`config.mk`:
```
export PLATFORM = sky130hd
export DESIGN_NAME = move_to_front_codec_top
export DESIGN_NICKNAME = d
export VERILOG_FILES = /design/src/rtl/core/mtf_pkg.sv /design/src/rtl/core/mtf_cell.sv /design/src/rtl/core/move_to_front_codec_top.sv
export VERILOG_INCLUDE_DIRS = /design/src /design/src/rtl/core
export SDC_FILE = /design/constraint.sdc
export NUM_CORES = 1
export LEC_CHECK = 0
export BUFFER_PORTS_ARGS = -buffer_cell sky130_fd_sc_hd__buf_2
export CAP_MARGIN = 30
export CORE_MARGIN = 5
export CORE_UTILIZATION = 55
export DETAILED_ROUTE_END_ITERATION = 6
export PLACE_DENSITY = 0.71
export SLEW_MARGIN = 20
export SYNTH_ARGS = -nofsm -noshare
export SYNTH_HDL_FRONTEND = slang
export SYNTH_SLANG_ARGS = --single-unit
```
`constraint.sdc`:
```
create_clock -name i_clk -period 6.7 [get_ports i_clk]
set_clock_uncertainty 0.2 [all_clocks]
set_input_delay 1.34 -clock i_clk [delete_from_list [all_inputs] [get_ports i_clk]]
set_output_delay 1.34 -clock i_clk [all_outputs]
set_load 0.005 [all_outputs]
```
`src/rtl/core/move_to_front_codec_top_macros.svh`:
```
// Assertion macros shared by the move-to-front codec RTL.
`ifndef MOVE_TO_FRONT_CODEC_TOP_MACROS_SVH
`define MOVE_TO_FRONT_CODEC_TOP_MACROS_SVH

// Check that a condition implies another in the same cycle.
`define MTF_ASSERT_SAME(lbl, ante, cons) \
    lbl: assert property (@(posedge i_clk) disable iff (!i_rst_n) (ante) |-> (cons)) \
        else $error("move_to_front_codec: same-cycle check failed");

// Check that a condition implies another in the next cycle.
`define MTF_ASSERT_NEXT(lbl, ante, cons) \
    lbl: assert property (@(posedge i_clk) disable iff (!i_rst_n) (ante) |=> (cons)) \
        else $error("move_to_front_codec: next-cycle check failed");

`endif

```
`src/rtl/core/mtf_pkg.sv`:
```
// Types and constants for the move-to-front codec.
`default_nettype none

package mtf_pkg;

    // Width of one symbol table entry (letter offset).
    localparam int SYM_W = 5;
    // Character code of the first letter.
    localparam logic [7:0] LETTER_BASE = 8'h61;

    // Mode register codes.
    typedef enum logic {
        MODE_ENCODE = 1'b0,
        MODE_DECODE = 1'b1
    } t_mode;

    // Input request payload.
    typedef struct packed {
        logic [7:0] item_value;
        logic       restart;
    } t_in_item;

    // Result payload.
    typedef struct packed {
        logic [7:0] result_value;
        logic       bad_index;
    } t_out_item;

    // Control broadcast from the top level to every cell.
    typedef struct packed {
        t_mode            mode;
        logic             load;
        logic             act;
        logic             restart;
        logic [SYM_W-1:0] key;
        logic [7:0]       pos;
    } t_cell_ctl;

endpackage

`default_nettype wire

```
`src/rtl/core/mtf_cell.sv`:
```
// One symbol table cell: holds one entry, matches it, and shifts from its neighbor.
`default_nettype none

module mtf_cell #(
    parameter int CELL_IDX = 0
) (
    input  wire                          i_clk,
    input  wire                          i_rst_n,
    input  mtf_pkg::t_cell_ctl           i_ctl,
    input  wire  [mtf_pkg::SYM_W-1:0]    i_prev_sym,
    input  wire                          i_tail_hit,
    output logic [mtf_pkg::SYM_W-1:0]    o_sym,
    output logic                         o_hit,
    output logic                         o_tail_hit
);

    localparam logic [mtf_pkg::SYM_W-1:0] RESET_SYM = mtf_pkg::SYM_W'(CELL_IDX);
    localparam logic [7:0]                CELL_POS  = 8'(CELL_IDX);

    logic [mtf_pkg::SYM_W-1:0] r_sym;
    logic [mtf_pkg::SYM_W-1:0] n_sym;
    logic [mtf_pkg::SYM_W-1:0] eff_sym;

    // Apply a pending restart before matching
    assign eff_sym = i_ctl.restart ? RESET_SYM : r_sym;
    assign o_sym   = eff_sym;

    // Match on the letter in encode mode, on the position in decode mode
    always_comb begin
        if (i_ctl.mode == mtf_pkg::MODE_ENCODE) begin
            o_hit = (eff_sym == i_ctl.key);
        end else begin
            o_hit = (i_ctl.pos == CELL_POS);
        end
    end

    // Pass the hit toward the front: every cell up to the hit shifts
    assign o_tail_hit = o_hit | i_tail_hit;

    // Shift from the neighbor when this cell lies at or before the hit
    assign n_sym = (i_ctl.act && o_tail_hit) ? i_prev_sym : eff_sym;

    always_ff @(posedge i_clk) begin
        if (!i_rst_n) begin
            r_sym <= RESET_SYM;
        end else if (i_ctl.load) begin
            r_sym <= n_sym;
        end
    end

endmodule

`default_nettype wire

```
`src/rtl/core/move_to_front_codec_top.sv`:
```
// Top level of the move-to-front codec: request channel, cell row and result register.
// Usage:
//   Input requests arrive on i_in_valid / o_in_ready with an item value and a
//   restart flag; results leave on o_out_valid / i_out_ready. A request with
//   restart set puts the table back to a, b, c, ... before it is handled.
//   Mode is written through i_cfg_we / i_cfg_wdata while the block is idle:
//   0 encodes letters to positions, 1 decodes positions to letters.
//   Encode of a byte that is not a table letter gives no result; decode of a
//   position past the table gives a result with bad_index set and value 0.
// Timing:
//   One request is taken per cycle while o_in_ready is high. Its result appears
//   in the output register in the cycle after acceptance. Each request is
//   finished in a single pass through the row of ALPHABET_SIZE cells: every
//   cell compares its entry in parallel, the hit ripples toward the front, and
//   every cell at or before the hit shifts from its neighbor at the same clock edge.
// Reset and stall:
//   Reset (synchronous, active low) sets mode to encode, the table to a..z and
//   empties the output register. While a result waits, o_in_ready follows
//   i_out_ready: a new request is taken in the cycle the waiting result leaves;
//   otherwise o_in_ready stays low and the table holds.
`default_nettype none

module move_to_front_codec_top #(
    parameter int ALPHABET_SIZE = 26
) (
    input  wire                i_clk,
    input  wire                i_rst_n,
    input  wire                i_cfg_we,
    input  wire                i_cfg_wdata,
    input  wire                i_in_valid,
    output logic               o_in_ready,
    input  mtf_pkg::t_in_item  i_in_data,
    output logic               o_out_valid,
    input  wire                i_out_ready,
    output mtf_pkg::t_out_item o_out_data
);

    `include "move_to_front_codec_top_macros.svh"

    localparam int SW = mtf_pkg::SYM_W;

    mtf_pkg::t_mode     r_mode;
    mtf_pkg::t_cell_ctl ctl;
    logic               in_accept;
    logic [7:0]         letter_off;
    logic               letter_ok;
    logic               pos_ok;
    logic               has_result;

    logic [SW-1:0]      cell_sym  [ALPHABET_SIZE];
    logic [SW-1:0]      prev_sym  [ALPHABET_SIZE];
    logic               cell_hit  [ALPHABET_SIZE];
    logic               tail_hit  [ALPHABET_SIZE+1];
    logic [ALPHABET_SIZE-1:0] hit_vec;

    logic [SW-1:0]      held_sym;
    logic [SW-1:0]      hit_pos;

    logic               r_out_valid;
    logic               n_out_valid;
    mtf_pkg::t_out_item r_out_data;
    mtf_pkg::t_out_item n_out_data;

    // Hold the mode register
    always_ff @(posedge i_clk) begin
        if (!i_rst_n) begin
            r_mode <= mtf_pkg::MODE_ENCODE;
        end else if (i_cfg_we) begin
            r_mode <= mtf_pkg::t_mode'(i_cfg_wdata);
        end
    end

    // Accept a request whenever the result register is free or draining
    assign o_in_ready = !r_out_valid || i_out_ready;
    assign in_accept  = i_in_valid && o_in_ready;

    // Decode the request
    assign letter_off = i_in_data.item_value - mtf_pkg::LETTER_BASE;
    assign letter_ok  = (i_in_data.item_value >= mtf_pkg::LETTER_BASE)
                     && (letter_off < 8'(ALPHABET_SIZE));
    assign pos_ok     = (i_in_data.item_value < 8'(ALPHABET_SIZE));

    always_comb begin
        ctl.mode    = r_mode;
        ctl.load    = in_accept;
        ctl.restart = i_in_data.restart;
        ctl.key     = letter_off[SW-1:0];
        ctl.pos     = i_in_data.item_value;
        if (r_mode == mtf_pkg::MODE_ENCODE) begin
            ctl.act = letter_ok;
        end else begin
            ctl.act = pos_ok;
        end
    end

    // Build the row of cells; the entry at the hit enters at the front
    assign tail_hit[ALPHABET_SIZE] = 1'b0;

    for (genvar k = 0; k < ALPHABET_SIZE; k++) begin : g_cell
        if (k == 0) begin : g_front
            assign prev_sym[k] = held_sym;
        end else begin : g_rest
            assign prev_sym[k] = cell_sym[k-1];
        end

        mtf_cell #(
            .CELL_IDX (k)
        ) u_cell (
            .i_clk      (i_clk),
            .i_rst_n    (i_rst_n),
            .i_ctl      (ctl),
            .i_prev_sym (prev_sym[k]),
            .i_tail_hit (tail_hit[k+1]),
            .o_sym      (cell_sym[k]),
            .o_hit      (cell_hit[k]),
            .o_tail_hit (tail_hit[k])
        );

        assign hit_vec[k] = cell_hit[k];
    end

    // Collect the hit entry and its position
    always_comb begin
        held_sym = '0;
        hit_pos  = '0;
        for (int k = 0; k < ALPHABET_SIZE; k++) begin
            if (cell_hit[k]) begin
                held_sym = held_sym | cell_sym[k];
                hit_pos  = hit_pos | SW'(k);
            end
        end
    end

    // Form the result
    always_comb begin
        has_result = 1'b0;
        n_out_data = '0;
        if (r_mode == mtf_pkg::MODE_ENCODE) begin
            has_result              = letter_ok;
            n_out_data.result_value = 8'(hit_pos);
        end else begin
            has_result = 1'b1;
            if (pos_ok) begin
                n_out_data.result_value = mtf_pkg::LETTER_BASE + 8'(held_sym);
            end else begin
                n_out_data.bad_index = 1'b1;
            end
        end
    end

    // Load, hold or drop the result register
    always_comb begin
        n_out_valid = r_out_valid;
        if (in_accept) begin
            n_out_valid = has_result;
        end else if (i_out_ready) begin
            n_out_valid = 1'b0;
        end
    end

    always_ff @(posedge i_clk) begin
        if (!i_rst_n) begin
            r_out_valid <= 1'b0;
        end else begin
            r_out_valid <= n_out_valid;
        end
    end

    always_ff @(posedge i_clk) begin
        if (in_accept && has_result) begin
            r_out_data <= n_out_data;
        end
    end

    assign o_out_valid = r_out_valid;
    assign o_out_data  = r_out_data;

    // The table stays a permutation: a valid letter or position hits exactly one cell
    `MTF_ASSERT_SAME(a_one_hit, ctl.act, $onehot(hit_vec))
    // A bad position never carries a letter
    `MTF_ASSERT_SAME(a_bad_zero, r_out_valid && r_out_data.bad_index,
        r_out_data.result_value == 8'h00)
    // An encoded position stays inside the table
    `MTF_ASSERT_NEXT(a_enc_range,
        in_accept && r_mode == mtf_pkg::MODE_ENCODE && letter_ok,
        r_out_valid && !r_out_data.bad_index
            && r_out_data.result_value < 8'(ALPHABET_SIZE))

endmodule

`default_nettype wire
```
; Word level (Yosys, flattened, before mapping)
; Cells that the tools add are included.
; W data, S select, Z words.
[totals]
regBits = 141
input_bits = 15
output_inout_bits = 11
elab_cells = 365
[classes]
addsub = 2
magnitude_cmp = 3
n_eq_ne = 53
n_mux = 193
bitwise = 50
n_reduce_logical = 33
[op_table]
columns = cell, count
row1 = $mux W5, 141
row2 = $eq A5 B5 Y1, 26
row3 = $or A5 B5 Y5, 25
row4 = $eq A8 B5 Y1 const B, 10
row5 = $eq A8 B4 Y1 const B, 8
row6 = $mux W1, 36
row7 = $eq A8 B3 Y1 const B, 4
row8 = $mux W4, 8
row9 = $logic_and A1 B1 Y1, 29
row10 = $or A1 B1 Y1, 25
row11 = $eq A8 B2 Y1 const B, 2
row12 = $lt A8 B5 Y1 const B, 2
row13 = $mux W8, 2
row14 = $mux W3, 4
row15 = $add A7 B5 Y8 const A, 1
row16 = $eq A8 B1 Y1 const B, 1
row17 = $ge A8 B7 Y1 const B, 1
row18 = $logic_not A8 Y1, 1
row19 = $sub A8 B7 Y8 const B, 1
row20 = $mux W2, 2
row21 = $ne A2 B1 Y1 const B, 2
row22 = $reduce_bool A2 Y1, 1
row23 = $logic_not A1 Y1, 1
row24 = $logic_or A1 B1 Y1, 1

; Depth between registers and ports, before layout
[depth]
ltp_word = 58
depth_mapped = 20

; Hierarchy
; From an unflattened synthesis, not the netlist that was laid out.
[unflattened]
hier_cells = 1497
area_unflattened_um2 = 12425.7
[by_module_without_submodules]
columns = module, instances, cells_each, area_each_um2, seq_area_each_um2
row1 = move_to_front_codec_top, 1, 184, 1500.2, 310.3
row2 = mtf_cell at g_cell[19].u_cell ..., 2, 46, 397.9, 100.1
row3 = mtf_cell at g_cell[25].u_cell, 1, 67, 533.0, 100.1
row4 = mtf_cell at g_cell[17].u_cell, 1, 57, 483.0, 100.1
row5 = mtf_cell at g_cell[1].u_cell, 1, 57, 467.9, 100.1
row6 = mtf_cell at g_cell[8].u_cell, 1, 56, 459.2, 100.1
row7 = mtf_cell at g_cell[2].u_cell, 1, 57, 457.9, 100.1
row8 = mtf_cell at g_cell[16].u_cell, 1, 53, 451.7, 100.1
row9 = mtf_cell at g_cell[24].u_cell, 1, 61, 451.7, 100.1
row10 = mtf_cell at g_cell[4].u_cell, 1, 56, 444.2, 100.1
row11 = mtf_cell at g_cell[22].u_cell, 1, 45, 426.7, 100.1
row12 = mtf_cell at g_cell[21].u_cell, 1, 45, 422.9, 100.1
row13 = mtf_cell at g_cell[10].u_cell, 1, 48, 420.4, 100.1
row14 = mtf_cell at g_cell[18].u_cell, 1, 48, 412.9, 100.1
row15 = +12 rows, n/a, n/a, n/a, n/a

; Least setup slack after synthesis
; No wires, ideal clock.
[synth_timing]
path_type = input to register
from = input port i_in_data[1] in the netlist's numbering
to = register r_out_data (netlist bit o_out_data[5]) (data pin)
setup_time_ns = 0.176
arrival_time_ns = 5.508
setup_slack_ns = 0.816
stages = 20
cell_sequence = buf_6 clkinv_1 clkbuf_1 ha_1 buf_4 buf_6 buf_2 buf_4 nor3b_1 o211a_1 o311a_1 a22o_1 nor3_2 and4b_1 a32oi_1 or3b_1 clkbuf_1 ha_1 and4_1 o32ai_1
[synth_rtl]
columns = item, line_no
row1 = from (decl), move_to_front_codec_top.sv:32  ; input mtf_pkg::t_in_item i_in_data,
row2 = to (signal assigned), move_to_front_codec_top.sv:171  ; r_out_data <= n_out_data;
row3 = to (decl), move_to_front_codec_top.sv:61  ; mtf_pkg::t_out_item r_out_data;

; Worst setup path in the final report
[layout_timing]
from = input port i_in_data[2] in the netlist's numbering
to = register g_cell[13].u_cell.r_sym[3] in the netlist's numbering
[layout_between]
elab_chain_cells = 19
elab_cells_between_ends = 61
cone_classes = 1 x add/sub / 3 x order compare / 26 x eq/ne / 17 x mux / 12 x bitwise / 2 x reduce/logical
[layout_rtl]
columns = item, line_no
row1 = $sub A8 B7 Y8, move_to_front_codec_top.sv:78  ; assign letter_off = i_in_data.item_value - mtf_pkg::LETTER_BASE;
row2 = $eq A5 B5 Y1, mtf_cell.sv:31  ; o_hit = (eff_sym == i_ctl.key);
row3 = $mux W1, mtf_cell.sv:30  ; if (i_ctl.mode == mtf_pkg::MODE_ENCODE) begin
row4 = $or A1 B1 Y1 (12 in a row), mtf_cell.sv:38  ; assign o_tail_hit = o_hit | i_tail_hit;
row5 = $logic_and A1 B1 Y1 (*), mtf_cell.sv:41  ; assign n_sym = (i_ctl.act && o_tail_hit) ? i_prev_sym : eff_sym;
row6 = $mux W5 (*), mtf_cell.sv:41
row7 = $mux W5 (*), mtf_cell.sv:46  ; end else if (i_ctl.load) begin
row8 = $mux W5 (*), mtf_cell.sv:44  ; if (!i_rst_n) begin
row9 = to (signal assigned), mtf_cell.sv:47  ; r_sym <= n_sym;
row10 = to (decl), mtf_cell.sv:20  ; logic [mtf_pkg::SYM_W-1:0] r_sym;
; Every way passes the cells marked *; elsewhere a longest branch is shown, timed or not. The select of a mux whose other input is x is not followed.
; A chain may end at the register's enable or synchronous reset.

==> impl_metrics.py <==
metrics = {
    "run_status": {
        "status": "complete, but fails checks",
        "violations": "design-rule violations",
    },
    "global_routing": {
        "grt-ovfl-total": 0,
        "grt_pass1_wl_mm": 90.39,
        "gr-usage-all-layers_pct": 50.67,
        "antenna_found_initial": 3,
        "grt_max_degree": 76,
        "grt_pass1_vias": 13185,
    },
    "worst_setup_path": {
        "worstPathRequired_ns": 6.86,
        "cp-start-kind": "input pin",
        "worstPathArrival_ns": 6.36,
        "cp_cell_sequence": "buf_2, inv_1, ha_1, nor3b_4, buf_4, xnor3_1, a2111oi_0, a22o_1, nor4_2, buf_4, and3_1, a31oi_1, or2_2, nor2_1, a31oi_1",
        "cp_slowest_stage_delay_ns": 0.68,
        "r2r_cells": 11,
        "slowest_stage": "a31oi_1",
        "cp.depth": 15,
        "worst-path-buf-inv": 4,
        "worst-setup-path-type": "input pin to flip-flop",
        "end_kind": "flip-flop",
        "path_max_fanout": 20,
        "critical-path-top-delay-family": "compound AO/OA/AOI/OAI gates",
    },
    "detailed_routing": {
        "drt-total-wl_mm": 62.85,
        "wl_per_cell_um": 34.88,
        "drt.antenna.violating_nets": 0,
        "drc": 39,
        "drt_first_pass_iters": 7,
        "via_per_inst": 7.853,
        "vias": 14152,
        "drt-initial-drc-count": 3117,
    },
    "clock_network": {
        "postCtsSetupBuffers": 0,
        "clock_sinks": 141,
        "cts.repair.resized": 0,
        "root_buffer": "clkbuf_16",
        "h-tree-depth": 4,
        "cts_tree": "yes",
        "clkTransAtPathRegs_ns": 0.07,
        "clk_latency_ns": 0.45,
        "clock_path_buffers": 2,
        "numCtsBuffers": 17,
        "cts_hold_buf": 0,
    },
    "timing": {
        "max_freq_mhz": 161.3,
        "fin_crit_ns": 6.201,
        "worstMarginPinSlew_ns": 1.144,
        "tns_ns": 0,
        "rsz0062_at_grt": "false",
        "maxSlewHeadroom_pct": 23.48,
        "hold_violations": 0,
        "maxSlewViolCount": 0,
        "setup_viol": 0,
        "fin_crit_sh_pct": 92.55,
    },
    "yosys": {
        "yosysTopAreaCellShare_pct": 22.47,
        "synth_async_sr_flop_share_pct": 0,
        "ys_top_cells_by_area": "dfxtp_1 22%, nor2_1 5.9%, xnor3_1 4.6%",
        "synth_cell_types": 100,
        "synth_warnings": 0,
        "synth_area_leader_cell": "dfxtp_1",
        "synth_area_um2": 11760,
        "syn_nets": 1524,
        "yosysSeqAreaShare_pct": 24.77,
        "ys_seq_elements": 141,
        "syn_avg_cell_area_um2": 7.824,
        "yosys_most_used_dff": "dfxtp_1",
        "synth_cells": 1503,
        "synth_common_cells": "186 x nor2_1, 132 x dfxtp_1, 131 x nand2_1, 72 x o21ai_0, 64 x a21oi_1",
        "yosysMostFrequentCell": "nor2_1",
        "synth_edf_count": 9,
    },
    "worst_hold_path": {
        "hp-class": "flip-flop to flip-flop",
        "hold_path_depth": 1,
    },
    "place": {
        "gp_congestion": 1.175,
        "placed_area_um2": 12270,
        "dp.cells": 1767,
        "io_buffers": 25,
        "place_hpwl_mm": 46.60,
    },
    "floorplanning": {
        "die_h_um": 156.2,
        "die_x_um": 156.2,
        "rows": 53,
        "initial_core_util_pct": 55.94,
        "core-area_um2": 21020,
        "num_io_pins": 26,
        "dieArea_um2": 24400,
    },
    "power": {
        "p_switching_uw": 913.1,
        "netSwitchingFraction_pct": 35.61,
        "power.share.sequential_pct": 34.3,
        "p_leak_uw": 0.004710,
        "pwr-share-comb_pct": 25.1,
        "clkPwrFrac_pct": 40.6,
        "ir_worst_vdd_mv": 0.1591,
        "cell_internal_pwr_uw": 1651,
        "power-per-cell-area_nw_per_um2": 198.9,
    },
    "layout": {
        "stdcell_area_um2": 12890,
        "drive_gt1_share_pct": 11.07,
        "final_cell_count_no_fill": 1802,
        "syn_to_final_growth_pct": 9.651,
        "nNetsFinal": 1534,
        "fin_util_pct": 61.34,
    },
    "job": {
        "cap_violations": 0,
    },
}
final timing paths:
check | start | to | slack [ns]
worst max-delay path | i_in_data[2] | g_cell[13].u_cell.r_sym[3]$_SDFFE_PN1P_ | 0.50
worst min-delay path | g_cell[9].u_cell.r_sym[1]$_SDFFE_PN0P_ | g_cell[9].u_cell.r_sym[1]$_SDFFE_PN0P_ | 0.29
worst max register to register | r_mode$_SDFFE_PN0P_ | g_cell[13].u_cell.r_sym[3]$_SDFFE_PN1P_ | 1.81
worst min register to register | g_cell[9].u_cell.r_sym[1]$_SDFFE_PN0P_ | g_cell[9].u_cell.r_sym[1]$_SDFFE_PN0P_ | 0.29
cells in the final DEF (no fill, tap or decap), types with 13 or more instances in the layout:
cell type,instances
or3_1,13
dfxtp_1,132
nand2b_1,29
mux2i_1,28
a21oi_1,64
nor4_1,23
a22oi_1,34
a31oi_1,15
clkbuf_16,18
o32ai_1,14
inv_1,33
o211ai_1,13
nor2b_1,50
nand3_1,42
and3_1,13
a22o_1,21
buf_2,24
buf_4,64
nand4_1,18
a32oi_1,15
and2_1,16
xnor2_1,49
nand2_1,131
nor3_1,48
o22ai_1,18
a32o_1,19
nor2_1,186
xnor3_1,24
o21ai_0,72
power by group through the flow:
stage | clock [µW] | sequential, µW | combinational (µW)
detailed placement | 0 | 897 | 596
global placement | 0 | 897 | 593
CTS | 1030 | 878 | 600
finish | 1040 | 880 | 644
global route | 1070 | 879 | 657
floorplan | 0 | 885 | 399
layout make-up:
class                   instances  area [µm²]
diodes                          1       2.502
multi-input cells            1222        8188
repair buffers                 95       704.4
clock buffers                  19       454.2
flip-flops and latches        141        2913
clock inverters                13       152.6
well taps                     275       344.1
fillers                      1878        8128
inverters                      36       135.1
stage by stage:
step                      hold slack (ns)  total power (µW)  worst slack (ns)
after floorplan                    0.2342              1285            0.8157
after global placement             0.2538              1490            0.5492
after detailed placement           0.2635              1493            0.3551
after CTS                          0.2856              2508            0.7711
after global routing               0.3038              2607            0.3303
final                              0.2871              2564            0.4990
logic make-up after synthesis:
family / Yosys count / share of synthesized area, %
AOI/OAI and AO/OA: 463 / 28.86
xor gates and xnor gates: 86 / 9.694
buffers and inverters: 140 / 5.629
and+or+nand+nor: 638 / 27.93
adders and majority gates: 6 / 0.6384
muxes: 29 / 2.479
DFF: 141 / 24.77
metal layers:
layer,up-vias,part of all wire (%),global-route usage [%]
met2,1519,39,70.60
li1,5689,-,-
met4,4,9.6,34.13
met5,-,0.12,2.183
met3,464,17,21.24
met1,6476,35,63.35
registers in the layout, indices dropped and copies added, names as in the netlist:
signal               cells
o_out_valid              1
g_cell.u_cell.r_sym    130
r_mode                   1
o_out_data               9
Note: power is estimated with default switching activity, not from simulation.
